[src/hw/rtl/sbrd_pkg.sv]
// ----------------------------------------------------------------------------
// Smart beacon report decider package
// Shared types, widths, register indexes and the circular turn test.
// ----------------------------------------------------------------------------
package sbrd_pkg;

	// Field widths.
	localparam int TIME_W   = 22;
	localparam int SPEED_W  = 12;
	localparam int COURSE_W = 9;
	localparam int DIST_W   = 20;
	localparam int BYTE_W   = 8;
	localparam int CFG_IDX_W  = 3;
	localparam int CFG_DATA_W = 12;

	// Serial period unit widths.
	localparam int PROD_W  = DIST_W + BYTE_W;   // distance times period
	localparam int MULT_W  = 12;                // scaled pause and distance factors
	localparam int ACC_W   = 41;                // holds every product and sum
	localparam int CNT_W   = 4;

	// Receiver course is trusted above this speed (tenths of a knot).
	localparam logic [SPEED_W-1:0] COURSE_MIN_SPEED = 12'd10;
	localparam logic [BYTE_W-1:0]  PAUSE_SAT        = 8'd255;

	// Configuration register indexes.
	typedef enum logic [CFG_IDX_W-1:0] {
		REG_TURN_LIMIT = 3'd0,
		REG_MIN_PAUSE  = 3'd1,
		REG_MAX_PAUSE  = 3'd2,
		REG_MIN_DIST   = 3'd3,
		REG_PERIOD     = 3'd4,
		REG_EXTRA_TURN = 3'd5,
		REG_STOP_SPEED = 3'd6,
		REG_MOVE_SPEED = 3'd7
	} cfg_reg_t;

	// Top level sequencer states.
	typedef enum logic [1:0] {
		ST_IDLE,
		ST_CALC,
		ST_FINISH
	} ctrl_state_t;

	// Serial period unit phases.
	typedef enum logic [2:0] {
		PH_IDLE,
		PH_PROD,
		PH_MUL,
		PH_ADD,
		PH_CMP
	} phase_t;

	// Operands for the period comparison:
	// m_lhs * dist * sl  >  m_pause * dist * sl + m_dist * el
	typedef struct packed {
		logic                  start;
		logic [DIST_W-1:0]     dist_eff;
		logic [BYTE_W-1:0]     sl;
		logic [TIME_W-1:0]     el;
		logic [MULT_W-1:0]     m_lhs;
		logic [MULT_W-1:0]     m_pause;
		logic [MULT_W-1:0]     m_dist;
	} period_req_t;

	typedef struct packed {
		logic done;
		logic gt;
	} period_rsp_t;

	// Circular course change test: |d| > L and min(|d-360|, |d+360|) > L.
	function automatic logic turned(logic [COURSE_W-1:0] a, logic [COURSE_W-1:0] b,
			logic [COURSE_W-1:0] limit);
		logic signed [10:0] d;
		logic signed [10:0] dm;
		logic signed [10:0] dp;
		logic [10:0] ad;
		logic [10:0] adm;
		logic [10:0] adp;
		logic [10:0] mn;
		logic [10:0] lim;
		d   = $signed({2'b00, a}) - $signed({2'b00, b});
		dm  = d - 11'sd360;
		dp  = d + 11'sd360;
		ad  = d[10]  ? 11'(-d)  : 11'(d);
		adm = dm[10] ? 11'(-dm) : 11'(dm);
		adp = dp[10] ? 11'(-dp) : 11'(dp);
		mn  = (adm < adp) ? adm : adp;
		lim = {2'b00, limit};
		return (ad > lim) && (mn > lim);
	endfunction

endpackage

[src/hw/rtl/sbrd_period_unit.sv]
// ----------------------------------------------------------------------------
// Serial period comparator
// Works out the speed-scaled period test with shift-and-add multiplication,
// one multiplier bit per cycle, then a single final compare.
// ----------------------------------------------------------------------------
module sbrd_period_unit (
	input  logic                 clk,
	input  logic                 arst_n,
	input  sbrd_pkg::period_req_t req,
	output sbrd_pkg::period_rsp_t rsp
);
	import sbrd_pkg::*;

	phase_t            phase_q;
	logic [CNT_W-1:0]  cnt_q;
	logic [ACC_W-1:0]  mcand_q;
	logic [BYTE_W-1:0] sl_q;
	logic [MULT_W-1:0] m_lhs_q;
	logic [MULT_W-1:0] m_pause_q;
	logic [MULT_W-1:0] m_dist_q;
	logic [TIME_W-1:0] el_q;
	logic [PROD_W-1:0] prod_q;
	logic [ACC_W-1:0]  lhs_q;
	logic [ACC_W-1:0]  rhs_q;
	logic              gt_q;
	logic              done_q;
	logic [PROD_W-1:0] prod_next;

	// Distance times period, one period bit per cycle.
	assign prod_next = prod_q + (sl_q[0] ? mcand_q[PROD_W-1:0] : '0);

	// Phase sequencing and the shift-and-add datapath.
	always_ff @(posedge clk or negedge arst_n) begin
		if (!arst_n) begin
			phase_q <= PH_IDLE;
			cnt_q   <= '0;
			done_q  <= 1'b0;
		end else begin
			done_q <= (phase_q == PH_CMP);
			case (phase_q)
				PH_IDLE: begin
					if (req.start) begin
						phase_q <= PH_PROD;
						cnt_q   <= '0;
					end
				end
				PH_PROD: begin
					if (cnt_q == CNT_W'(BYTE_W - 1)) begin
						phase_q <= PH_MUL;
						cnt_q   <= '0;
					end else begin
						cnt_q <= cnt_q + 1'b1;
					end
				end
				PH_MUL: begin
					if (cnt_q == CNT_W'(MULT_W - 1)) begin
						phase_q <= PH_ADD;
						cnt_q   <= '0;
					end else begin
						cnt_q <= cnt_q + 1'b1;
					end
				end
				PH_ADD: begin
					if (cnt_q == CNT_W'(MULT_W - 1)) begin
						phase_q <= PH_CMP;
						cnt_q   <= '0;
					end else begin
						cnt_q <= cnt_q + 1'b1;
					end
				end
				PH_CMP: begin
					phase_q <= PH_IDLE;
				end
				default: begin
					phase_q <= PH_IDLE;
				end
			endcase
		end
	end

	// Operand shift registers and accumulators.
	always_ff @(posedge clk) begin
		case (phase_q)
			PH_IDLE: begin
				if (req.start) begin
					mcand_q   <= ACC_W'(req.dist_eff);
					sl_q      <= req.sl;
					el_q      <= req.el;
					m_lhs_q   <= req.m_lhs;
					m_pause_q <= req.m_pause;
					m_dist_q  <= req.m_dist;
					prod_q    <= '0;
					lhs_q     <= '0;
					rhs_q     <= '0;
				end
			end
			PH_PROD: begin
				prod_q <= prod_next;
				sl_q   <= sl_q >> 1;
				if (cnt_q == CNT_W'(BYTE_W - 1)) begin
					mcand_q <= ACC_W'(prod_next);
				end else begin
					mcand_q <= mcand_q << 1;
				end
			end
			PH_MUL: begin
				lhs_q     <= lhs_q + (m_lhs_q[0] ? mcand_q : '0);
				rhs_q     <= rhs_q + (m_pause_q[0] ? mcand_q : '0);
				m_lhs_q   <= m_lhs_q >> 1;
				m_pause_q <= m_pause_q >> 1;
				if (cnt_q == CNT_W'(MULT_W - 1)) begin
					mcand_q <= ACC_W'(el_q);
				end else begin
					mcand_q <= mcand_q << 1;
				end
			end
			PH_ADD: begin
				rhs_q    <= rhs_q + (m_dist_q[0] ? mcand_q : '0);
				m_dist_q <= m_dist_q >> 1;
				mcand_q  <= mcand_q << 1;
			end
			PH_CMP: begin
				gt_q <= lhs_q > rhs_q;
			end
			default: begin
			end
		endcase
	end

	assign rsp.done = done_q;
	assign rsp.gt   = gt_q;

endmodule

[src/hw/rtl/smart_beacon_report_decider.sv]
// Each accepted input word runs through the serial period unit, which first
// forms distance times period and then the scaled products; the next word is
// accepted only once the result has been loaded into the output register.
// A finished result waits in the output register while the next word enters.
// Reset (arst_n, asynchronous) loads the default register values and clears
// the tracking state; the previous fix then counts as reported.
// ----------------------------------------------------------------------------
// Smart beacon report decider
// Decides per GPS fix whether a position report is due, using turn, pause,
// timeout, speed-crossing, distance and speed-scaled period triggers.
// ----------------------------------------------------------------------------
module smart_beacon_report_decider (
	input  logic                              clk,
	input  logic                              arst_n,
	// Configuration write channel.
	input  logic                              cfg_valid,
	output logic                              cfg_ready,
	input  logic [sbrd_pkg::CFG_IDX_W-1:0]    cfg_index,
	input  logic [sbrd_pkg::CFG_DATA_W-1:0]   cfg_data,
	// Fix input channel.
	input  logic                              in_valid,
	output logic                              in_ready,
	input  logic [sbrd_pkg::TIME_W-1:0]       fix_time_s,
	input  logic [sbrd_pkg::SPEED_W-1:0]      speed_tenths,
	input  logic [sbrd_pkg::COURSE_W-1:0]     gps_course_deg,
	input  logic [sbrd_pkg::COURSE_W-1:0]     bearing_deg,
	input  logic [sbrd_pkg::DIST_W-1:0]       distance_m,
	input  logic                              fix_wait_timeout,
	// Decision output channel.
	output logic                              out_valid,
	input  logic                              out_ready,
	output logic                              send_report,
	output logic                              save_previous_fix,
	output logic                              max_pause_hit,
	output logic [sbrd_pkg::COURSE_W-1:0]     report_course_deg
);
	import sbrd_pkg::*;

	// Configuration registers.
	logic [COURSE_W-1:0] turn_limit_q;
	logic [BYTE_W-1:0]   min_pause_q;
	logic [BYTE_W-1:0]   max_pause_q;
	logic [BYTE_W-1:0]   min_dist_q;
	logic [BYTE_W-1:0]   period_q;
	logic                extra_turn_q;
	logic [SPEED_W-1:0]  stop_speed_q;
	logic [SPEED_W-1:0]  move_speed_q;

	// Tracking state.
	logic [BYTE_W-1:0]   pause_cnt_q;
	logic [COURSE_W-1:0] cur_course_q;
	logic                cur_course_vld_q;
	logic [COURSE_W-1:0] rep_course_q;
	logic                rep_course_vld_q;
	logic [TIME_W-1:0]   rep_time_q;
	logic [SPEED_W-1:0]  rep_speed_q;
	logic                have_rep_q;
	logic                prev_rep_q;

	// Per-fix decisions held while the period unit runs.
	logic                turn_q;
	logic                save_q;
	logic                maxhit_q;
	logic                other_q;
	logic                moving_q;
	logic                sat_q;
	logic [COURSE_W-1:0] course_q;
	logic [BYTE_W-1:0]   pc_inc_q;
	logic [TIME_W-1:0]   time_q;
	logic [SPEED_W-1:0]  speed_q;

	// Output register.
	logic                out_valid_q;
	logic                send_q;
	logic                save_out_q;
	logic                maxhit_out_q;
	logic [COURSE_W-1:0] course_out_q;

	ctrl_state_t         state_q;
	ctrl_state_t         state_d;

	logic                in_acc;
	logic                fin_load;
	logic                send_c;
	period_req_t         preq;
	period_rsp_t         prsp;

	// Front-end decode of the incoming word.
	logic [BYTE_W-1:0]   pc_inc;
	logic [COURSE_W-1:0] course;
	logic [DIST_W-1:0]   dist_eff;
	logic [TIME_W-1:0]   el;
	logic                fast;
	logic                slow;
	logic                moving;
	logic                paused;
	logic                maxhit;
	logic                turn_c;
	logic                save_c;
	logic                speed_cross;
	logic                far_c;

	assign cfg_ready = 1'b1;
	assign in_acc    = in_valid && in_ready;

	always_comb begin
		pc_inc = (pause_cnt_q == PAUSE_SAT) ? pause_cnt_q : pause_cnt_q + 1'b1;
		maxhit = pc_inc >= max_pause_q;
		paused = pc_inc >= min_pause_q;
		course = (speed_tenths > COURSE_MIN_SPEED) ? gps_course_deg : bearing_deg;
		dist_eff = have_rep_q ? distance_m : '0;
		el     = (fix_time_s < rep_time_q) ? fix_time_s : fix_time_s - rep_time_q;
		fast   = (el != '0) && ((24'(dist_eff) * 24'd5) > (24'(el) << 2));
		slow   = (el == '0) || (TIME_W'(dist_eff) <= el);
		moving = (el != '0) && (dist_eff != '0);
		turn_c = fast && rep_course_vld_q && turned(course, rep_course_q, turn_limit_q);
		save_c = extra_turn_q && !prev_rep_q && cur_course_vld_q &&
			turned(course, cur_course_q, turn_limit_q >> 1);
		speed_cross = paused &&
			((speed_tenths < stop_speed_q && rep_speed_q > move_speed_q) ||
			 (rep_speed_q < stop_speed_q && speed_tenths > move_speed_q));
		far_c  = paused && slow && (dist_eff >= DIST_W'(min_dist_q));
	end

	// Operands for the serial period test.
	always_comb begin
		preq.start    = in_acc;
		preq.dist_eff = dist_eff;
		preq.sl       = (period_q == '0) ? BYTE_W'(1) : period_q;
		preq.el       = el;
		preq.m_lhs    = MULT_W'(({4'd0, pc_inc} + 12'd1) * 12'd10);
		preq.m_pause  = MULT_W'({4'd0, min_pause_q} * 12'd14);
		preq.m_dist   = MULT_W'({4'd0, min_dist_q} * 12'd10);
	end

	sbrd_period_unit u_period (
		.clk    (clk),
		.arst_n (arst_n),
		.req    (preq),
		.rsp    (prsp)
	);

	// Sequencer: accept, run the period unit, then hand over the result.
	always_ff @(posedge clk or negedge arst_n) begin
		if (!arst_n) begin
			state_q <= ST_IDLE;
		end else begin
			state_q <= state_d;
		end
	end

	always_comb begin
		state_d  = state_q;
		in_ready = 1'b0;
		fin_load = 1'b0;
		case (state_q)
			ST_IDLE: begin
				in_ready = 1'b1;
				if (in_valid) begin
					state_d = ST_CALC;
				end
			end
			ST_CALC: begin
				if (prsp.done) begin
					state_d = ST_FINISH;
				end
			end
			ST_FINISH: begin
				if (!out_valid_q || out_ready) begin
					fin_load = 1'b1;
					state_d  = ST_IDLE;
				end
			end
			default: begin
				state_d = ST_IDLE;
			end
		endcase
	end

	// Final decision: a report is sent when any trigger fires.
	assign send_c = turn_q || other_q || (moving_q && (sat_q || prsp.gt));

	// Capture the front-end decisions on acceptance.
	always_ff @(posedge clk) begin
		if (in_acc) begin
			turn_q   <= turn_c;
			save_q   <= turn_c && save_c;
			maxhit_q <= maxhit;
			other_q  <= maxhit || fix_wait_timeout || speed_cross || far_c;
			moving_q <= moving;
			sat_q    <= pc_inc == PAUSE_SAT;
			course_q <= course;
			pc_inc_q <= pc_inc;
			time_q   <= fix_time_s;
			speed_q  <= speed_tenths;
		end
	end

	// Configuration registers.
	always_ff @(posedge clk or negedge arst_n) begin
		if (!arst_n) begin
			turn_limit_q <= 9'd30;
			min_pause_q  <= 8'd2;
			max_pause_q  <= 8'd10;
			min_dist_q   <= 8'd100;
			period_q     <= 8'd10;
			extra_turn_q <= 1'b0;
			stop_speed_q <= 12'd16;
			move_speed_q <= 12'd81;
		end else if (cfg_valid && cfg_ready) begin
			case (cfg_reg_t'(cfg_index))
				REG_TURN_LIMIT: turn_limit_q <= cfg_data[COURSE_W-1:0];
				REG_MIN_PAUSE:  min_pause_q  <= cfg_data[BYTE_W-1:0];
				REG_MAX_PAUSE:  max_pause_q  <= cfg_data[BYTE_W-1:0];
				REG_MIN_DIST:   min_dist_q   <= cfg_data[BYTE_W-1:0];
				REG_PERIOD:     period_q     <= cfg_data[BYTE_W-1:0];
				REG_EXTRA_TURN: extra_turn_q <= cfg_data[0];
				REG_STOP_SPEED: stop_speed_q <= cfg_data[SPEED_W-1:0];
				REG_MOVE_SPEED: move_speed_q <= cfg_data[SPEED_W-1:0];
				default: begin
				end
			endcase
		end
	end

	// Tracking state is committed when the result is handed over.
	always_ff @(posedge clk or negedge arst_n) begin
		if (!arst_n) begin
			pause_cnt_q      <= '0;
			cur_course_q     <= '0;
			cur_course_vld_q <= 1'b0;
			rep_course_q     <= '0;
			rep_course_vld_q <= 1'b0;
			rep_time_q       <= '0;
			rep_speed_q      <= '0;
			have_rep_q       <= 1'b0;
			prev_rep_q       <= 1'b1;
		end else if (fin_load) begin
			pause_cnt_q      <= send_c ? '0 : pc_inc_q;
			cur_course_q     <= course_q;
			cur_course_vld_q <= 1'b1;
			prev_rep_q       <= send_c;
			if (send_c) begin
				rep_course_q     <= course_q;
				rep_course_vld_q <= 1'b1;
				rep_time_q       <= time_q;
				rep_speed_q      <= speed_q;
				have_rep_q       <= 1'b1;
			end
		end
	end

	// Output register.
	always_ff @(posedge clk or negedge arst_n) begin
		if (!arst_n) begin
			out_valid_q <= 1'b0;
		end else if (fin_load) begin
			out_valid_q <= 1'b1;
		end else if (out_ready) begin
			out_valid_q <= 1'b0;
		end
	end

	always_ff @(posedge clk) begin
		if (fin_load) begin
			send_q       <= send_c;
			save_out_q   <= save_q;
			maxhit_out_q <= maxhit_q;
			course_out_q <= course_q;
		end
	end

	assign out_valid         = out_valid_q;
	assign send_report       = send_q;
	assign save_previous_fix = save_out_q;
	assign max_pause_hit     = maxhit_out_q;
	assign report_course_deg = course_out_q;

endmodule
[config.mk]
export PLATFORM = sky130hd
export DESIGN_NAME = smart_beacon_report_decider
export DESIGN_NICKNAME = d
export VERILOG_FILES = /design/src/hw/rtl/sbrd_pkg.sv /design/src/hw/rtl/sbrd_period_unit.sv /design/src/hw/rtl/smart_beacon_report_decider.sv
export SDC_FILE = /design/constraint.sdc
export NUM_CORES = 1
export LEC_CHECK = 0
export CAP_MARGIN = 0
export CELL_PAD_IN_SITES_DETAIL_PLACEMENT = 1
export CELL_PAD_IN_SITES_GLOBAL_PLACEMENT = 1
export CORE_UTILIZATION = 56
export CTS_CLUSTER_SIZE = 25
export DETAILED_ROUTE_END_ITERATION = 8
export DONT_BUFFER_PORTS = 1
export PLACE_DENSITY = 0.95
export SLEW_MARGIN = 20
export SYNTH_ARGS = -nofsm -noshare
export SYNTH_HDL_FRONTEND = slang
export SYNTH_SLANG_ARGS = --single-unit
[constraint.sdc]
create_clock -name clk -period 9.3 [get_ports clk]
set_input_delay 0.93 -clock clk [delete_from_list [all_inputs] [get_ports clk]]
set_output_delay 0.93 -clock clk [all_outputs]
set_load 0.02 [all_outputs]
==> results of run 1 <==
layout by cell type, fill, tap and decap left out, types with 101 or more instances in the layout:
master	synthesis	final
nand2_1	323	322
nor2_1	272	271
xnor2_1	127	127
inv_1	253	251
o21ai_0	215	215
a21o_1	101	101
and2_1	130	130
a21oi_1	252	248
ha_1	434	434
edfxtp_1	287	287
dfrtp_1	123	123
routing by layer:
metal,routed length [microns],share of wire
met1,44500,0.37
met2,58200,0.48
met3,9740,0.080
met4,9000,0.074
met5,2,0.000016
final cells by class:
cell class | instances | area [sq um] | share of cell area
multi-input cells | 2770 | 20000 | 0.554
flip-flops and latches | 427 | 12100 | 0.336
clock buffers | 65 | 1400 | 0.0388
well taps | 773 | 967 | 0.0268
inverters | 256 | 961 | 0.0266
clock inverters | 27 | 402 | 0.0111
repair buffers | 28 | 238 | 0.00658
diodes | 1 | 2.50 | 0.0000693
worst max-delay path by stage:
stage                        to        startpoint  cells after the start
6_report       save_q$_DFFE_PP_  speed_tenths[11]                     31
5_1_grt        save_q$_DFFE_PP_  speed_tenths[11]                     34
4_1_cts        save_q$_DFFE_PP_  speed_tenths[11]                     31
3_5_place_dp   save_q$_DFFE_PP_   speed_tenths[0]                     33
3_3_place_gp   save_q$_DFFE_PP_   speed_tenths[0]                     33
2_1_floorplan  save_q$_DFFE_PP_  speed_tenths[11]                     37
power groups by stage:
stage,combinational [W],sequential (W),clock (W)
CTS,0.00279,0.00252,0.00222
global route,0.00310,0.00254,0.00228
detailed placement,0.00260,0.00254,0
floorplan,0.00193,0.00245,0
finish,0.00289,0.00254,0.00223
global placement,0.00236,0.00252,0
through the flow:
step                      TNS, ps   util  worst slack [ps]  cell area [sq um]
after floorplan                 0      -              1460              33400
after global placement          0  0.580               160              34200
after detailed placement     -273  0.580              -273              34200
after CTS                       0  0.611               152              36100
after global routing            0  0.612              80.1              36100
final                           0  0.612               382              36100
worst reg2reg max path: cells and delay by family, from the launching register on:
family / cells / cell delay, ps
and+or+nand+nor: 4 / 1030
adders and majority gates: 3 / 1010
muxes: 1 / 290
buffers and inverters: 2 / 130
DFF: 1 / 340
xor gates and xnor gates: 2 / 460
AOI/OAI and AO/OA: 16 / 4490
cell families after synthesis:
group | share of synthesized area
and+or+nand+nor | 0.165
AOI/OAI and AO/OA | 0.177
adders and majority gates | 0.173
DFF | 0.363
buffers and inverters | 0.0410
xor gates and xnor gates | 0.0510
muxes | 0.0298
other | 0.000225
registers in the layout (all words and copies together) (netlist names), 12 cells and up:
| name | count |
|---|---|
| move_speed_q | 12 |
| rep_speed_q | 12 |
| rep_time_q | 22 |
| speed_q | 12 |
| stop_speed_q | 12 |
| time_q | 22 |
| u_period.el_q | 22 |
| u_period.lhs_q | 41 |
| u_period.m_dist_q | 12 |
| u_period.m_lhs_q | 12 |
| u_period.m_pause_q | 12 |
| u_period.mcand_q | 41 |
| u_period.prod_q | 28 |
| u_period.rhs_q | 41 |
timing repair:
item,in CTS,in global routing
gates resized for setup,0,4
hold buffers,1,0
hold endpoints to repair,117,0
pin swaps,1,0
setup endpoints to repair,1,1
buffers inserted,2,0
==> out/qor.yml, run 1 <==
run_status:
  outcome: "complete, no violations"
clock_network:
  cts_tree: "done"
  cts_root_buffer: "clkbuf_16"
  htreeDepth: 2
  cts_buffers: 50
  clock_latency_ps: 660
  clkTransAtPathRegs_ps: 70
  cts_buffer_depth: 3
  numClockSinks: 427
setup_path:
  cp-end-kind: "flip-flop"
  crit_buf_inv: 2
  rrSetupSlack_ps: 1280
  rr_startpoint: "cur_course_q[5]$_DFFE_PN0P_"
  worstSetupStartpointType: "input port"
  crit_type: "in -> reg"
  worstRegToRegCells: 28
  crit_family: "compound AO/OA/AOI/OAI gates"
  cp_slowest_cell: "a2111oi_0"
  r2r-end: "save_q$_DFFE_PP_"
  arrival_ps: 9300
  cp_max_fo: 13
  required_ps: 9690
  crit_path_max_incr_delay_ps: 740
detailed_routing:
  drtAntennaViolNets: 0
  drt_iter0_drc: 2859
  viasPerCell: 6.87
  dr.pass1.iters: 6
  drc_errors: 0
  finalWirelength_microns: 121000
  wl_per_cell_microns: 27.9
  vias: 29900
global_route:
  grt_pass1_vias: 32500
  grt_pass1_wl_microns: 189000
  grt.met2_usage: 0.670
  grt_max_degree: 118
  met3_usage: 0.0804
  grt_antenna_before_repair: 3
  use_met1: 0.458
  grtUsageTotal: 0.398
  grt_remaining_overflow: 0
  gr-max-usage-layer: "met2"
synth:
  synth_edf_count: 287
  yosysMostFrequentCell: "ha_1"
  yosys_warnings: 0
  syn_area_sq_mm: 0.0334
  ys_ff_latch: 427
  synth.distinct_cells: 99
  syn-mean-instance-area_sq_um: 9.41
  yosysTopAreaCell: "edfxtp_1"
  synth_top_area_share: 0.258
  dominantRegCellSynth: "edfxtp_1"
  synthTopCellsByCount: "ha_1, nand2_1, edfxtp_1, nor2_1, inv_1"
  synth.area.top_cells: "edfxtp_1, ha_1, dfrtp_1, a21oi_1, nand2_1"
  synthCells: 3552
  synth_async_sr_flop_share: 0.328
  ys_seq_area_frac: 0.363
pwr:
  p_sw_w: 0.00293
  swShare: 0.383
  comb_power_share: 0.377
  power.share.clock: 0.291
  ir_worst_vdd_uv: 204
  power_density_mw_per_mm2: 212
  leakagePower_nw: 15.7
  intPower_w: 0.00472
  seq_power_share: 0.331
  total_power_w: 0.00766
placement:
  placedCellCount: 4249
  io_buffers: 0
  hpwl_microns: 78600
  place.gp.congestion: 0.930
cells_and_area:
  syn_to_final_growth_pct: 8.08
  fillers: 6536
  drive_above_1_share: 0.0764
  instances_no_fill: 4347
  nNetsFinal: 4077
hold_path:
  min-delay-path-class: "in -> async"
floorplan:
  die-area_sq_mm: 0.0606
  core_area_sq_mm: 0.0590
  fp.dieW_microns: 246
  row_count: 89
  die_height_microns: 246
  start_util: 0.566
  num_io_pins: 108
timing:
  max_slew_margin: 0.215
  fin_worst_skew_ps: 63.5
  rsz0062_at_grt: "no"
  slew_viol_final: 0
  finalCriticalPeriod_ps: 8920
  final-hold-violation-count: 0
  clock.fmax_ghz: 0.112
  setup_viol: 0
  worst_slew_pin_slew_ps: 1170
  fin_crit_sh: 0.959
  fin_hold_ws_ps: 24.0
flow_run:
  drv_cap: 0
(Power assumes the default switching activity.)
==> inputs of run 2 (changes only) <==
--- a/config.mk
+++ b/config.mk
@@ -8,7 +8,7 @@
 export CAP_MARGIN = 0
 export CELL_PAD_IN_SITES_DETAIL_PLACEMENT = 1
 export CELL_PAD_IN_SITES_GLOBAL_PLACEMENT = 1
-export CORE_UTILIZATION = 56
+export CORE_UTILIZATION = 55
 export CTS_CLUSTER_SIZE = 25
 export DETAILED_ROUTE_END_ITERATION = 8
 export DONT_BUFFER_PORTS = 1
@@ -16,4 +16,5 @@
 export SLEW_MARGIN = 20
 export SYNTH_ARGS = -nofsm -noshare
 export SYNTH_HDL_FRONTEND = slang
+export SYNTH_HIERARCHICAL = 1
 export SYNTH_SLANG_ARGS = --single-unit
==> run 2 against run 1 <==
Compared with the run above:
- final cell count grew 4.6%
- clock skew is 13 ps lower
- utilization is 1.7 points lower
- count of clock-buffer cells in the layout increased by 5
- global-route usage decreased by 0.47 points
- die area rose by 4.2%
- cell area up 1.5%
- sequential cell count stayed put
- via count grew 5.0%
- clock power shrank 8%
- critical path type unchanged
- largest power group unchanged
==> out/qor.yml, run 2 <==
clock_network:
  clock_latency_ps: 640  # -20 ps
  cts_tree: "done"
  cts_root_buffer: "clkbuf_16"
  cts_buffer_depth: 3  # unchanged
  cts_setup_buffers: 0  # -2
  htreeDepth: 2  # unchanged
  cts_buffers: 50  # unchanged
  numClockSinks: 427  # unchanged
  clkTransAtPathRegs_ps: 70  # about the same
flow_run:
  drv_cap: 0  # unchanged
global_route:
  grt_antenna_before_repair: 4  # +1
  grt_pass1_wl_microns: 195000  # +3.1%
  grt_max_degree: 91  # -23%
  grt_remaining_overflow: 0  # unchanged
  grtUsageTotal: 0.394  # -0.00473
  grt_pass1_vias: 33800  # +4.2%
timing:
  setup_tns_ps: 0  # unchanged
  max_slew_margin: 0.224  # +0.00939
  rsz0062_at_grt: "no"
  final-hold-violation-count: 0  # unchanged
  slew_viol_final: 0  # unchanged
  worst_slew_pin_slew_ps: 1160  # -16.6 ps
  fin_worst_skew_ps: 50.6  # -12.9 ps
  worst_slack_ps: 706  # +324 ps
  setup_viol: 0  # unchanged
  finalCriticalPeriod_ps: 8590  # -324 ps
  fin_crit_sh: 0.924  # -0.0348
  clock.fmax_ghz: 0.116  # +3.8%
detailed_routing:
  wl_per_cell_microns: 27.7  # -0.73%
  drt_iter0_drc: 3175  # +11%
  viasPerCell: 6.89  # +0.30%
  dr.pass1.iters: 8  # +2
  drc_errors: 0  # unchanged
  finalWirelength_microns: 126000  # +3.9%
  drtAntennaViolNets: 0  # unchanged
  vias: 31400  # +5.0%
placement:
  dp_slack_ps: 676  # +949 ps
  hpwl_microns: 84400  # +7.3%
  io_buffers: 0  # unchanged
  placed_area_sq_mm: 0.0349  # +2.1%
  place.gp.congestion: 0.934  # +0.41%
setup_path:
  cp_max_fo: 15  # +2
  worstSetupStartpointType: "input port"
  arrival_ps: 8980  # -320 ps
  crit_type: "in -> reg"
  crit_path_max_incr_delay_ps: 540  # -200 ps
  cp-end-kind: "flip-flop"
  required_ps: 9690  # about the same
  cp_slowest_cell: "nor3_1"
synth:
  ys_ff_latch: 427  # unchanged
  synthTopCellsByCount: "ha_1, nand2_1, nor2_1, edfxtp_1, o21ai_0"
  synth.distinct_cells: 99  # unchanged
  yosysMostFrequentCell: "ha_1"
  synth_edf_count: 287  # unchanged
  syn_area_sq_mm: 0.0342  # +2.3%
  synthCells: 3722  # +4.8%
  yosysTopAreaCell: "edfxtp_1"
  synth.area.top_cells: "edfxtp_1, ha_1, dfrtp_1, nand2_1, o21ai_0"
  yosys_warnings: 6  # +6
  synth_top_area_share: 0.252  # -0.00592
  syn-mean-instance-area_sq_um: 9.19  # -2.3%
  ys_seq_area_frac: 0.355  # -0.00834
  synth_async_sr_flop_share: 0.328  # unchanged
  dominantRegCellSynth: "edfxtp_1"
cells_and_area:
  utilization: 0.595  # -0.0168
  fillers: 6947  # +6.3%
  final_cell_area_sq_mm: 0.0367  # +1.5%
  nNetsFinal: 4215  # +3.4%
  syn_to_final_growth_pct: 7.19
  drive_above_1_share: 0.0690  # -0.00742
  layout_commonest_cell: "ha_1"
  layout_common_cells: "ha_1, nand2_1, nor2_1"
  reg_top3: "u_period/lhs_q (41), u_period/mcand_q (41), u_period/rhs_q (41)"
floorplan:
  start_util: 0.555  # -0.0110
  die_height_microns: 251  # +2.1%
  fp.dieW_microns: 251  # +2.1%
  die-area_sq_mm: 0.0632  # +4.2%
  core_area_sq_mm: 0.0616  # +4.4%
  row_count: 91  # +2.2%
  num_io_pins: 108  # unchanged
pwr:
  power_density_mw_per_mm2: 214  # +0.92%
  ir_worst_vdd_uv: 174  # -15%
  leakagePower_nw: 16.0  # +1.7%
hold_path:
  min-delay-path-class: "in -> async"
run_status:
  outcome: "complete, no violations"
## run 2: changes by cell type in the layout (fill, tap and decap cells not counted), sizes merged, moves of 14 or more
cell / before / now
nand2: 326 / 348
a21o: 103 / 138
nor2: 272 / 318
o21ai: 227 / 261
nand4: 45 / 59
a211oi: 24 / 38
inv: 256 / 242
## run 2: layout make-up
type | count | area (sq um) | area share
Sequential cell | 427 | 12100 | 0.331
Inverter | 242 | 908 | 0.0248
Clock inverter | 22 | 240 | 0.00655
Antenna cell | 1 | 2.50 | 0.0000683
Timing Repair Buffer | 31 | 270 | 0.00737
Multi-Input combinational cell | 2919 | 20700 | 0.564
Tap cell | 837 | 1050 | 0.0286
Clock buffer | 70 | 1380 | 0.0375
## run 2: cells by family (layout without fill, tap and decap cells)
family	count (synthesis)	after routing	synth area share
and+or+nand+nor	1192	1192	0.169
AOI/OAI and AO/OA	985	985	0.186
adders and majority gates	451	451	0.169
DFF	427	427	0.355
buffers and inverters	382	365	0.0427
xor gates and xnor gates	192	192	0.0494
muxes	91	91	0.0295
other	2	9	0.000220
## run 2: worst max-delay path, delay by kind of cell
kind	cells	cell delay, ps
xor+xnor	1	210
mux	1	330
fa+ha+maj	3	1070
compound gates	16	3690
buf+inv	2	320
simple gates	7	2420
## run 2: final timing paths
path / start / to / slack (ps) / cells past startpoint
max: speed_tenths[11] / save_q$_DFFE_PP_ / 710 / 30
min: arst_n / period_q[6]$_DFFE_PN0P_ / 4 / 0
max reg2reg: rep_course_q[4]$_DFFE_PN0P_ / save_q$_DFFE_PP_ / 1770 / 27
min reg2reg: maxhit_q$_DFFE_PP_ / max_pause_hit$_DFFE_PP_ / 440 / 0
max in group asynchronous: arst_n / stop_speed_q[6]$_DFFE_PN0P_ / 8070 / 1
min in group clk: speed_tenths[9] / speed_q[9]$_DFFE_PP_ / 370 / 0
## run 2: power breakdown
group | switching (W) | internal (W)
Clock | 0.000900 | 0.00115
Combinational | 0.00205 | 0.00116
Sequential | 0.000198 | 0.00238
Total | 0.00315 | 0.00469
## run 2: timing repair
action                                  CTS  global route
resized for setup                         0             0
endpoints found under the hold margin    25             7
hold buffers                              3             4
endpoints found under the setup margin    0             0
## run 2: through the flow
step                      hold slack [ps]  power (W)  instances
final                                4.16    0.00784       4549
after global routing                 2.75    0.00813       4549
after CTS                            1.18    0.00772       4544
after detailed placement              407    0.00555       4449
after global placement                404    0.00522       4449
after floorplan                       400    0.00464       3728
## run 2: per-layer routing
metal	wire length, microns	vias to the layer above	GRT usage
met5	42	-	0
met3	10200	706	0.0839
met1	45100	15500	0.438
met2	61500	1825	0.680
met4	9220	6	0.256
li1	-	13300	-
